### src/rtl/core/fee_pkg.sv
package fee_pkg;

   // Configuration register indexes and reset values
   localparam int CSR_INDEX_W = 1;
   localparam int CSR_DATA_W  = 64;
   localparam logic [CSR_INDEX_W-1:0] CSR_ESCAPE_MASK_LOW  = 1'b0;
   localparam logic [CSR_INDEX_W-1:0] CSR_ESCAPE_MASK_HIGH = 1'b1;
   localparam logic [CSR_DATA_W-1:0]  ESCAPE_MASK_LOW_RESET  = 64'hD400_8425_FFFF_FFFF;
   localparam logic [CSR_DATA_W-1:0]  ESCAPE_MASK_HIGH_RESET = 64'h9000_0000_1000_0000;

   // Characters of the escape sequences
   localparam logic [15:0] CHAR_PERCENT = 16'h0025;
   localparam logic [15:0] CHAR_PLUS    = 16'h002B;
   localparam logic [15:0] CHAR_ZERO    = 16'h0030;
   localparam logic [15:0] CHAR_ALPHA   = 16'h0037;  // 'A' minus ten

   // Position codes inside an escape sequence
   localparam logic [2:0] POS_FIRST  = 3'd0;
   localparam logic [2:0] POS_SECOND = 3'd1;
   localparam logic [2:0] POS_THIRD  = 3'd2;
   localparam logic [2:0] POS_FOURTH = 3'd3;
   localparam logic [2:0] POS_FIFTH  = 3'd4;
   localparam logic [2:0] POS_SIXTH  = 3'd5;

   // Job queue between front and back
   localparam int QUEUE_DEPTH = 4;
   localparam int QUEUE_PTR_W = $clog2(QUEUE_DEPTH);
   localparam int QUEUE_CNT_W = $clog2(QUEUE_DEPTH + 1);

   typedef struct packed {
      logic [15:0] code_unit;
      logic        is_final;
   } req_type;

   typedef struct packed {
      logic [15:0] out_unit;
      logic        run_end;
      logic        string_end;
   } rsp_type;

   // One queue entry: the units that one item releases, already classified
   typedef struct packed {
      logic [15:0] j0_unit;
      logic        j0_esc;
      logic [15:0] j1_unit;
      logic        j1_esc;
      logic        two;
      logic        final_unit;
   } job_type;

   function automatic logic is_lead(input logic [15:0] u);
      return u[15:10] == 6'b110110;
   endfunction

   function automatic logic is_trail(input logic [15:0] u);
      return u[15:10] == 6'b110111;
   endfunction

   function automatic logic must_escape(input logic [15:0]  cur,
                                        input logic [15:0]  prev,
                                        input logic [15:0]  next,
                                        input logic [127:0] mask);
      logic esc;
      esc = 1'b0;
      if (cur[15:7] == 9'd0) begin
         esc = mask[cur[6:0]];
      end else if (is_lead(cur) && !is_trail(next)) begin
         esc = 1'b1;
      end else if (is_trail(cur) && !is_lead(prev)) begin
         esc = 1'b1;
      end
      return esc;
   endfunction

   function automatic logic [15:0] hex_digit(input logic [3:0] v);
      return (v < 4'd10) ? (CHAR_ZERO + {12'd0, v}) : (CHAR_ALPHA + {12'd0, v});
   endfunction

endpackage

### src/rtl/core/fee_front.sv
module fee_front (
   input  logic                                clock,
   input  logic                                reset,
   input  logic                                req_valid,
   output logic                                req_ready,
   input  fee_pkg::req_type                    req_data,
   input  logic                                csr_write_enable,
   input  logic [fee_pkg::CSR_INDEX_W-1:0]     csr_index,
   input  logic [fee_pkg::CSR_DATA_W-1:0]      csr_write_data,
   output logic                                push_valid,
   input  logic                                push_ready,
   output fee_pkg::job_type                    push_data
);
   import fee_pkg::*;

   logic [CSR_DATA_W-1:0] mask_low_ff, mask_low_in;
   logic [CSR_DATA_W-1:0] mask_high_ff, mask_high_in;
   logic [15:0]           held_unit_ff, held_unit_in;
   logic                  held_valid_ff, held_valid_in;
   logic [15:0]           prior_unit_ff, prior_unit_in;
   logic [15:0]           prev_of_unit;
   logic                  accept;
   logic [127:0]          mask;

   assign mask      = {mask_high_ff, mask_low_ff};
   assign req_ready = push_ready;
   assign accept    = req_valid && req_ready;
   // An item that is only held releases nothing
   assign push_valid = req_valid && (held_valid_ff || req_data.is_final);

   always_comb begin
      prev_of_unit = held_valid_ff ? held_unit_ff : prior_unit_ff;

      push_data.j0_unit    = held_valid_ff ? held_unit_ff : req_data.code_unit;
      push_data.j0_esc     = held_valid_ff
                           ? must_escape(held_unit_ff, prior_unit_ff, req_data.code_unit, mask)
                           : must_escape(req_data.code_unit, prev_of_unit, 16'h0000, mask);
      push_data.j1_unit    = req_data.code_unit;
      push_data.j1_esc     = must_escape(req_data.code_unit, prev_of_unit, 16'h0000, mask);
      push_data.two        = held_valid_ff && req_data.is_final;
      push_data.final_unit = req_data.is_final;

      held_unit_in  = held_unit_ff;
      held_valid_in = held_valid_ff;
      prior_unit_in = prior_unit_ff;
      if (accept) begin
         if (req_data.is_final) begin
            held_unit_in  = 16'h0000;
            held_valid_in = 1'b0;
            prior_unit_in = 16'h0000;
         end else begin
            held_unit_in  = req_data.code_unit;
            held_valid_in = 1'b1;
            prior_unit_in = prev_of_unit;
         end
      end

      mask_low_in  = mask_low_ff;
      mask_high_in = mask_high_ff;
      if (csr_write_enable) begin
         case (csr_index)
            CSR_ESCAPE_MASK_LOW:  mask_low_in  = csr_write_data;
            CSR_ESCAPE_MASK_HIGH: mask_high_in = csr_write_data;
            default: ;
         endcase
      end
   end

   always_ff @(posedge clock) begin
      if (reset) begin
         mask_low_ff   <= ESCAPE_MASK_LOW_RESET;
         mask_high_ff  <= ESCAPE_MASK_HIGH_RESET;
         held_unit_ff  <= 16'h0000;
         held_valid_ff <= 1'b0;
         prior_unit_ff <= 16'h0000;
      end else begin
         mask_low_ff   <= mask_low_in;
         mask_high_ff  <= mask_high_in;
         held_unit_ff  <= held_unit_in;
         held_valid_ff <= held_valid_in;
         prior_unit_ff <= prior_unit_in;
      end
   end

endmodule

### src/rtl/core/fee_queue.sv
module fee_queue (
   input  logic              clock,
   input  logic              reset,
   input  logic              push_valid,
   output logic              push_ready,
   input  fee_pkg::job_type  push_data,
   output logic              pop_valid,
   input  logic              pop,
   output fee_pkg::job_type  pop_data
);
   import fee_pkg::*;

   job_type                entries_ff [QUEUE_DEPTH];
   logic [QUEUE_PTR_W-1:0] wr_ptr_ff, wr_ptr_in;
   logic [QUEUE_PTR_W-1:0] rd_ptr_ff, rd_ptr_in;
   logic [QUEUE_CNT_W-1:0] count_ff, count_in;
   logic                   do_push;
   logic                   do_pop;

   assign push_ready = count_ff != QUEUE_CNT_W'(QUEUE_DEPTH);
   assign pop_valid  = count_ff != '0;
   assign pop_data   = entries_ff[rd_ptr_ff];
   assign do_push    = push_valid && push_ready;
   assign do_pop     = pop && pop_valid;

   always_comb begin
      wr_ptr_in = do_push ? wr_ptr_ff + 1'b1 : wr_ptr_ff;
      rd_ptr_in = do_pop  ? rd_ptr_ff + 1'b1 : rd_ptr_ff;
      count_in  = count_ff;
      if (do_push && !do_pop) begin
         count_in = count_ff + 1'b1;
      end else if (do_pop && !do_push) begin
         count_in = count_ff - 1'b1;
      end
   end

   always_ff @(posedge clock) begin
      if (do_push) begin
         entries_ff[wr_ptr_ff] <= push_data;
      end
   end

   always_ff @(posedge clock) begin
      if (reset) begin
         wr_ptr_ff <= '0;
         rd_ptr_ff <= '0;
         count_ff  <= '0;
      end else begin
         wr_ptr_ff <= wr_ptr_in;
         rd_ptr_ff <= rd_ptr_in;
         count_ff  <= count_in;
      end
   end

endmodule

### src/rtl/core/fee_back.sv
module fee_back (
   input  logic              clock,
   input  logic              reset,
   input  logic              head_valid,
   input  fee_pkg::job_type  head,
   output logic              pop,
   output logic              rsp_valid,
   input  logic              rsp_ready,
   output fee_pkg::rsp_type  rsp_data
);
   import fee_pkg::*;

   logic        job_ff, job_in;
   logic [2:0]  pos_ff, pos_in;
   logic        rsp_valid_ff, rsp_valid_in;
   rsp_type     rsp_data_ff, rsp_data_in;
   logic [15:0] cur_unit;
   logic        cur_esc;
   logic        cur_long;
   logic [2:0]  last_pos;
   logic        unit_last;
   logic        entry_last;
   logic        advance;
   logic [15:0] sym;

   assign rsp_valid = rsp_valid_ff;
   assign rsp_data  = rsp_data_ff;

   always_comb begin
      cur_unit   = job_ff ? head.j1_unit : head.j0_unit;
      cur_esc    = job_ff ? head.j1_esc  : head.j0_esc;
      cur_long   = cur_unit[15:8] != 8'd0;
      last_pos   = !cur_esc ? POS_FIRST : (cur_long ? POS_SIXTH : POS_THIRD);
      unit_last  = pos_ff == last_pos;
      entry_last = unit_last && (job_ff || !head.two);
      advance    = head_valid && (!rsp_valid_ff || rsp_ready);
      pop        = advance && entry_last;

      sym = cur_unit;
      if (cur_esc) begin
         case (pos_ff)
            POS_FIRST:  sym = CHAR_PERCENT;
            POS_SECOND: sym = cur_long ? CHAR_PLUS : hex_digit(cur_unit[7:4]);
            POS_THIRD:  sym = cur_long ? hex_digit(cur_unit[15:12]) : hex_digit(cur_unit[3:0]);
            POS_FOURTH: sym = hex_digit(cur_unit[11:8]);
            POS_FIFTH:  sym = hex_digit(cur_unit[7:4]);
            POS_SIXTH:  sym = hex_digit(cur_unit[3:0]);
            default:    sym = cur_unit;
         endcase
      end

      job_in       = job_ff;
      pos_in       = pos_ff;
      rsp_data_in  = rsp_data_ff;
      rsp_valid_in = rsp_valid_ff && !rsp_ready;
      if (advance) begin
         rsp_valid_in           = 1'b1;
         rsp_data_in.out_unit   = sym;
         rsp_data_in.run_end    = entry_last;
         rsp_data_in.string_end = entry_last && head.final_unit;
         if (unit_last) begin
            pos_in = POS_FIRST;
            job_in = !entry_last;
         end else begin
            pos_in = pos_ff + 3'd1;
         end
      end
   end

   always_ff @(posedge clock) begin
      rsp_data_ff <= rsp_data_in;
   end

   always_ff @(posedge clock) begin
      if (reset) begin
         job_ff       <= 1'b0;
         pos_ff       <= POS_FIRST;
         rsp_valid_ff <= 1'b0;
      end else begin
         job_ff       <= job_in;
         pos_ff       <= pos_in;
         rsp_valid_ff <= rsp_valid_in;
      end
   end

endmodule

### src/rtl/core/filename_escape_encoder_core.sv
// The job an accepted item releases passes through the job queue and the output
//    register; a unit that is only held releases its results with the next item.
// Throughput: one item per cycle while the job queue has room; the output shows
//    one unit per cycle unless stalled; an escaped unit becomes three or six units.
// The output rate is set by the back end's unit serialiser; a four-entry job
//    queue lets the front keep taking items while the back drains escapes.
module filename_escape_encoder_core (
   input  logic                                clock,
   input  logic                                reset,
   input  logic                                req_valid,
   output logic                                req_ready,
   input  fee_pkg::req_type                    req_data,
   output logic                                rsp_valid,
   input  logic                                rsp_ready,
   output fee_pkg::rsp_type                    rsp_data,
   input  logic                                csr_write_enable,
   input  logic [fee_pkg::CSR_INDEX_W-1:0]     csr_index,
   input  logic [fee_pkg::CSR_DATA_W-1:0]      csr_write_data
);
   import fee_pkg::*;

   // Reset (synchronous, active high) empties queue and output, clears the held
   // unit and its predecessor, and restores both escape masks.

   // Front to queue: jobs released by each item
   logic    push_valid;
   logic    push_ready;
   job_type push_data;

   // Queue to back: oldest pending job
   logic    head_valid;
   logic    pop;
   job_type head;

   // Front: hold each non-final unit until its successor arrives, classify it against
   // the escape mask and surrogate pairing, and release one job of one or two units
   fee_front u_front (
      .clock            (clock),
      .reset            (reset),
      .req_valid        (req_valid),
      .req_ready        (req_ready),
      .req_data         (req_data),
      .csr_write_enable (csr_write_enable),
      .csr_index        (csr_index),
      .csr_write_data   (csr_write_data),
      .push_valid       (push_valid),
      .push_ready       (push_ready),
      .push_data        (push_data)
   );

   // Queue: decouple classification from serialisation
   fee_queue u_queue (
      .clock      (clock),
      .reset      (reset),
      .push_valid (push_valid),
      .push_ready (push_ready),
      .push_data  (push_data),
      .pop_valid  (head_valid),
      .pop        (pop),
      .pop_data   (head)
   );

   // Back: expand each job into plain or %XX / %+XXXX units, one per cycle while
   // the output is not stalled, and present them in a registered output stage
   fee_back u_back (
      .clock      (clock),
      .reset      (reset),
      .head_valid (head_valid),
      .head       (head),
      .pop        (pop),
      .rsp_valid  (rsp_valid),
      .rsp_ready  (rsp_ready),
      .rsp_data   (rsp_data)
   );

endmodule

### config.mk
export PLATFORM = sky130hd
export DESIGN_NAME = filename_escape_encoder_core
export DESIGN_NICKNAME = d
export VERILOG_FILES = /design/src/rtl/core/fee_pkg.sv /design/src/rtl/core/fee_front.sv /design/src/rtl/core/fee_queue.sv /design/src/rtl/core/fee_back.sv /design/src/rtl/core/filename_escape_encoder_core.sv
export SDC_FILE = /design/constraint.sdc
export NUM_CORES = 1
export LEC_CHECK = 0
export BUFFER_PORTS_ARGS = -buffer_cell sky130_fd_sc_hd__buf_4
export CAP_MARGIN = 40
export CELL_PAD_IN_SITES_DETAIL_PLACEMENT = 1
export CELL_PAD_IN_SITES_GLOBAL_PLACEMENT = 2
export CORE_MARGIN = 2
export CORE_UTILIZATION = 44
export CTS_BUF_LIST = sky130_fd_sc_hd__clkbuf_16
export CTS_CLUSTER_SIZE = 30
export DETAILED_ROUTE_END_ITERATION = 12
export PLACE_DENSITY_LB_ADDON = 0.2
export SLEW_MARGIN = 30
export SYNTH_ARGS = -nofsm -noshare
export SYNTH_HDL_FRONTEND = slang
export SYNTH_HIERARCHICAL = 1
export SYNTH_SLANG_ARGS = --single-unit
### constraint.sdc
create_clock -name clock -period 5.57 [get_ports clock]
set_input_delay 0 -clock clock [delete_from_list [all_inputs] [get_ports clock]]
set_output_delay 0 -clock clock [all_outputs]
set_load 0.005 [all_outputs]
==> summary.md <==
| Metric | Value |
|---|---|
| CTS Sinks | 327 |
| Data arrival time of the worst path | 4.96 ns |
| Number of input and output port buffers inserted | 106 |
| Setup Crit Path Kind | reg2reg |
| Netlist area before placement | 15600 sq um |
| Wire length of the first global-routing pass | 67900 um |
| Count of nets after finishing | 1605 |
| Endpoints failing setup | 0 |
| Power per unit of standard cell area | 371 nW/um^2 |
| Antenna violations before repair | 0 |
| Total wirelength of the detailed-routed design | 43000 um |
| Number of cells upsized or downsized after cts | 0 |
| CP Data Required Time | 6.03 ns |
| Transition at the pin with the smallest max-transition slack | 0.790 ns |
| Post-synthesis instance total | 1362 |
| Fill cell total of the finished layout | 3670 |
| Half-perimeter wire length after detailed placement | 27700 um |
| Ratio of final minimum period to clock period | 80.7% |
| Leakage power summed over all cells | 0.00665 uW |
| Final worst path period need | 4.49 ns |
| Post-synth net total | 1465 |
| Initial drt markers | 571 |
| Std-Cell Core Area | 35300 sq um |
| Cell mode on critical path | sky130_fd_sc_hd__ha_1 |
| Worst setup slack before clock tree synthesis | 1.10 ns |
| Library cell with the largest summed area after synthesis | sky130_fd_sc_hd__edfxtp_1 |
| Share of the synthesized area in the top cell type | 31.1% |
| Number of max-capacitance violations reported | 0 |
| Number of pins exceeding their max-slew limit in the final report | 0 |
| Part of the total power dissipated in sequential elements | 42.7% |
| Critical-path maximum fanout | 13 |
| Residual overflow from global routing | 0 |
| Number of DRC violations after detailed routing | 0 |
| Highest-count cells in the layout ignoring fill and taps | sky130_fd_sc_hd__nand2_1, sky130_fd_sc_hd__dfxtp_1, sky130_fd_sc_hd__edfxtp_1, sky130_fd_sc_hd__a21oi_1, sky130_fd_sc_hd__buf_4 |
| Unique cell type count in the Yosys netlist | 73 |
| Chip width | 192 um |
| Relative slew slack | 47.4% |
| Proportion of power drawn by the clock network | 35.4% |
| Setup repair after global routing missed its margin | false |
| Drt first pass iters | 4 |
| CP startpoint kind | flop |
| Root Buffer | sky130_fd_sc_hd__clkbuf_16 |
| Maximum number of pins on one net before global-route repair | 100 |
| Cell internal power dissipation | 4940 uW |
| Worst setup skew after layout | 0.0120 ns |
| Antenna diode instance count | 0 |
| Switching power of the nets | 1990 uW |
| Mean area per synthesized cell | 11.5 sq um |
| DR WL/cell | 21.6 um |
| Die area | 37100 sq um |
| Minimum hold slack | 0.0679 ns |
| Achievable frequency | 222 MHz |
| Yosys warning total | 6 |
| Chip Height | 192 um |
| Most common cell after layout, fill and taps aside | sky130_fd_sc_hd__nand2_1 |
| Final ANT Viol Nets | 0 |
| Layout-stage area growth over the synthesis result | 19.6% |
| Worst setup EP type | flop |
| Clock-pin slew on the worst setup and hold paths | 0.06 ns |
| Worst ir drop on vdd | 0.292 mV |
| Master of the slowest instance on the critical path | sky130_fd_sc_hd__dfxtp_1 |
| RePlAce Congestion | 0.813 |
| Largest cells by area after synthesis | sky130_fd_sc_hd__edfxtp_1, sky130_fd_sc_hd__dfxtp_1, sky130_fd_sc_hd__mux4_2 |
| Outcome | completed |
| Routed via count divided by cell count | 5.65 |
| Final total negative setup slack | 0 ns |
| Register bit count reported by yosys | 327 |
| Final hold vios | 0 |
| Slowest cell delay on critical path | 0.75 ns |
| HP Class | in2reg |
| CTS Buf Count | 38 |
| Net switching fraction of the power | 28.7% |
| Setup slack of the critical path after layout | 1.08 ns |
| Latest clock arrival within the worst-skew pair | 0.54 ns |
| IO Pins | 107 |
| TritonCTS clock tree | done |
| Share of synthesized flip-flops with an asynchronous set or reset | 0% |
| Fraction of final layout cells with drive strength greater than 1 | 20.2% |
| Chain of cells forming the critical path | buf_4 -> mux4_2 -> mux2i_1 -> ha_1 -> o2111a_1 -> nand4bb_4 -> a31oi_4 -> nor2b_1 -> o31ai_1 -> ha_1 -> inv_1 -> fa_1 -> xor2_1 -> or3_1 -> a21oi_1 |
| Std cell rows | 69 |
| Gate power share | 21.9% |
| Number of buffer and inverter stages on the critical path | 2 |
| Register area share after synthesis | 52.2% |
| All-Layer GR Usage | 23.9% |
| Effective utilization at floorplan | 44.3% |
| Number of enable flip-flop cells after synthesis | 162 |
| Total number of vias | 11255 |
| Critical path's top delay family | adder cells |
| Number of buffers between clock root and the deepest sink | 3 |
| Via count of the first global-routing pass | 11836 |
| Number of H-tree levels | 2 |
| Flip-flop cell with the highest count after synthesis | sky130_fd_sc_hd__dfxtp_1 |
[synth_stat cells (19+ instances only)]
cell	number
sky130_fd_sc_hd__a21oi_1	126
sky130_fd_sc_hd__buf_4	20
sky130_fd_sc_hd__clkbuf_1	61
sky130_fd_sc_hd__dfxtp_1	165
sky130_fd_sc_hd__edfxtp_1	162
sky130_fd_sc_hd__inv_1	19
sky130_fd_sc_hd__mux2_2	19
sky130_fd_sc_hd__mux2i_1	24
sky130_fd_sc_hd__mux4_2	91
sky130_fd_sc_hd__nand2_1	293
sky130_fd_sc_hd__nand3b_1	49
sky130_fd_sc_hd__nor2_1	70
sky130_fd_sc_hd__o21ai_0	21
[flip-flops by register name (all words and copies together) (netlist names), 2 cells and up, named ones only]
name	flops
u_back/pos_ff	3
u_front/held_unit_ff	16
u_queue/rd_ptr_ff	2
u_back/rsp_data	18
u_front/mask_low_ff	64
u_queue/wr_ptr_ff	2
u_queue/count_ff	3
u_front/prior_unit_ff	6
u_front/mask_high_ff	64
u_queue/entries_ff	144
[worst min-delay path, cell delays in order]
cell and delay [ns]:
sky130_fd_sc_hd__buf_4 0.13, sky130_fd_sc_hd__o211ai_1 0.23, sky130_fd_sc_hd__a22oi_1 0.13, sky130_fd_sc_hd__nor2_1 0.08
[kinds of logic after synthesis]
family	share of synthesized area, %
xor gates and xnor gates	0.448
AOI/OAI and AO/OA	8.74
and+or+nand+nor	15.4
adders and majority gates	1.33
DFF	52.2
buffers and inverters	4.29
muxes	17.5
[power by group through the flow]
stage | registers (uW) | clock network (uW) | logic [uW]
after global routing | 2990 | 2590 | 1680
after global placement | 3010 | 0 | 1420
final | 2960 | 2450 | 1520
after CTS | 2970 | 2510 | 1510
after floorplan | 2940 | 0 | 1020
after detailed placement | 3010 | 0 | 1450
[metal layers]
metal  vias to the layer above  routed length, um  GRT usage, %
met5                         -                  0             0
met4                         0               1170          8.16
met3                        75               1510          3.22
met2                       216              22100          42.0
met1                      5697              18300          30.3
li1                       5267                  -             -
[repair_timing]
action / in CTS / in global routing
hold buffers: 82 / 1
setup buffers: 0 / 0
endpoints found under the hold margin: 256 / 4
[final timing paths]
check / start / to / slack (ns) / cells after the start
max reg2reg: flop / u_queue/count_ff[2]$_SDFFE_PP0P_ / 1.08 / 15
min: req_valid / u_front/prior_unit_ff[10]$_SDFFE_PP0P_ / 0.07 / 4
max: flop / u_queue/count_ff[2]$_SDFFE_PP0P_ / 1.08 / 15
min reg2reg: u_front/mask_high_ff[12]$_SDFFE_PP0P_ / u_front/mask_high_ff[12]$_SDFFE_PP0P_ / 0.47 / 2
[per-stage QoR]
step,cells,power (uW),area [sq um],util (%)
2_1_floorplan,1362,3960,15600,-
3_3_place_gp,1837,4420,16600,46.9
3_5_place_dp,1838,4470,16600,47.0
4_1_cts,1989,6990,18600,52.8
5_1_grt,1992,7260,18700,52.9
6_report,1992,6930,18700,52.9
[layout make-up]
class	instances	area, sq um	area share, %
Clock buffer	41	1030	5.49
Clock inverter	28	200	1.07
Inverter	19	71.3	0.382
Multi-Input combinational cell	904	6810	36.4
Sequential cell	327	8170	43.7
Tap cell	461	577	3.09
Timing Repair Buffer	212	1830	9.81
Power figures use the tool's default switching activity.
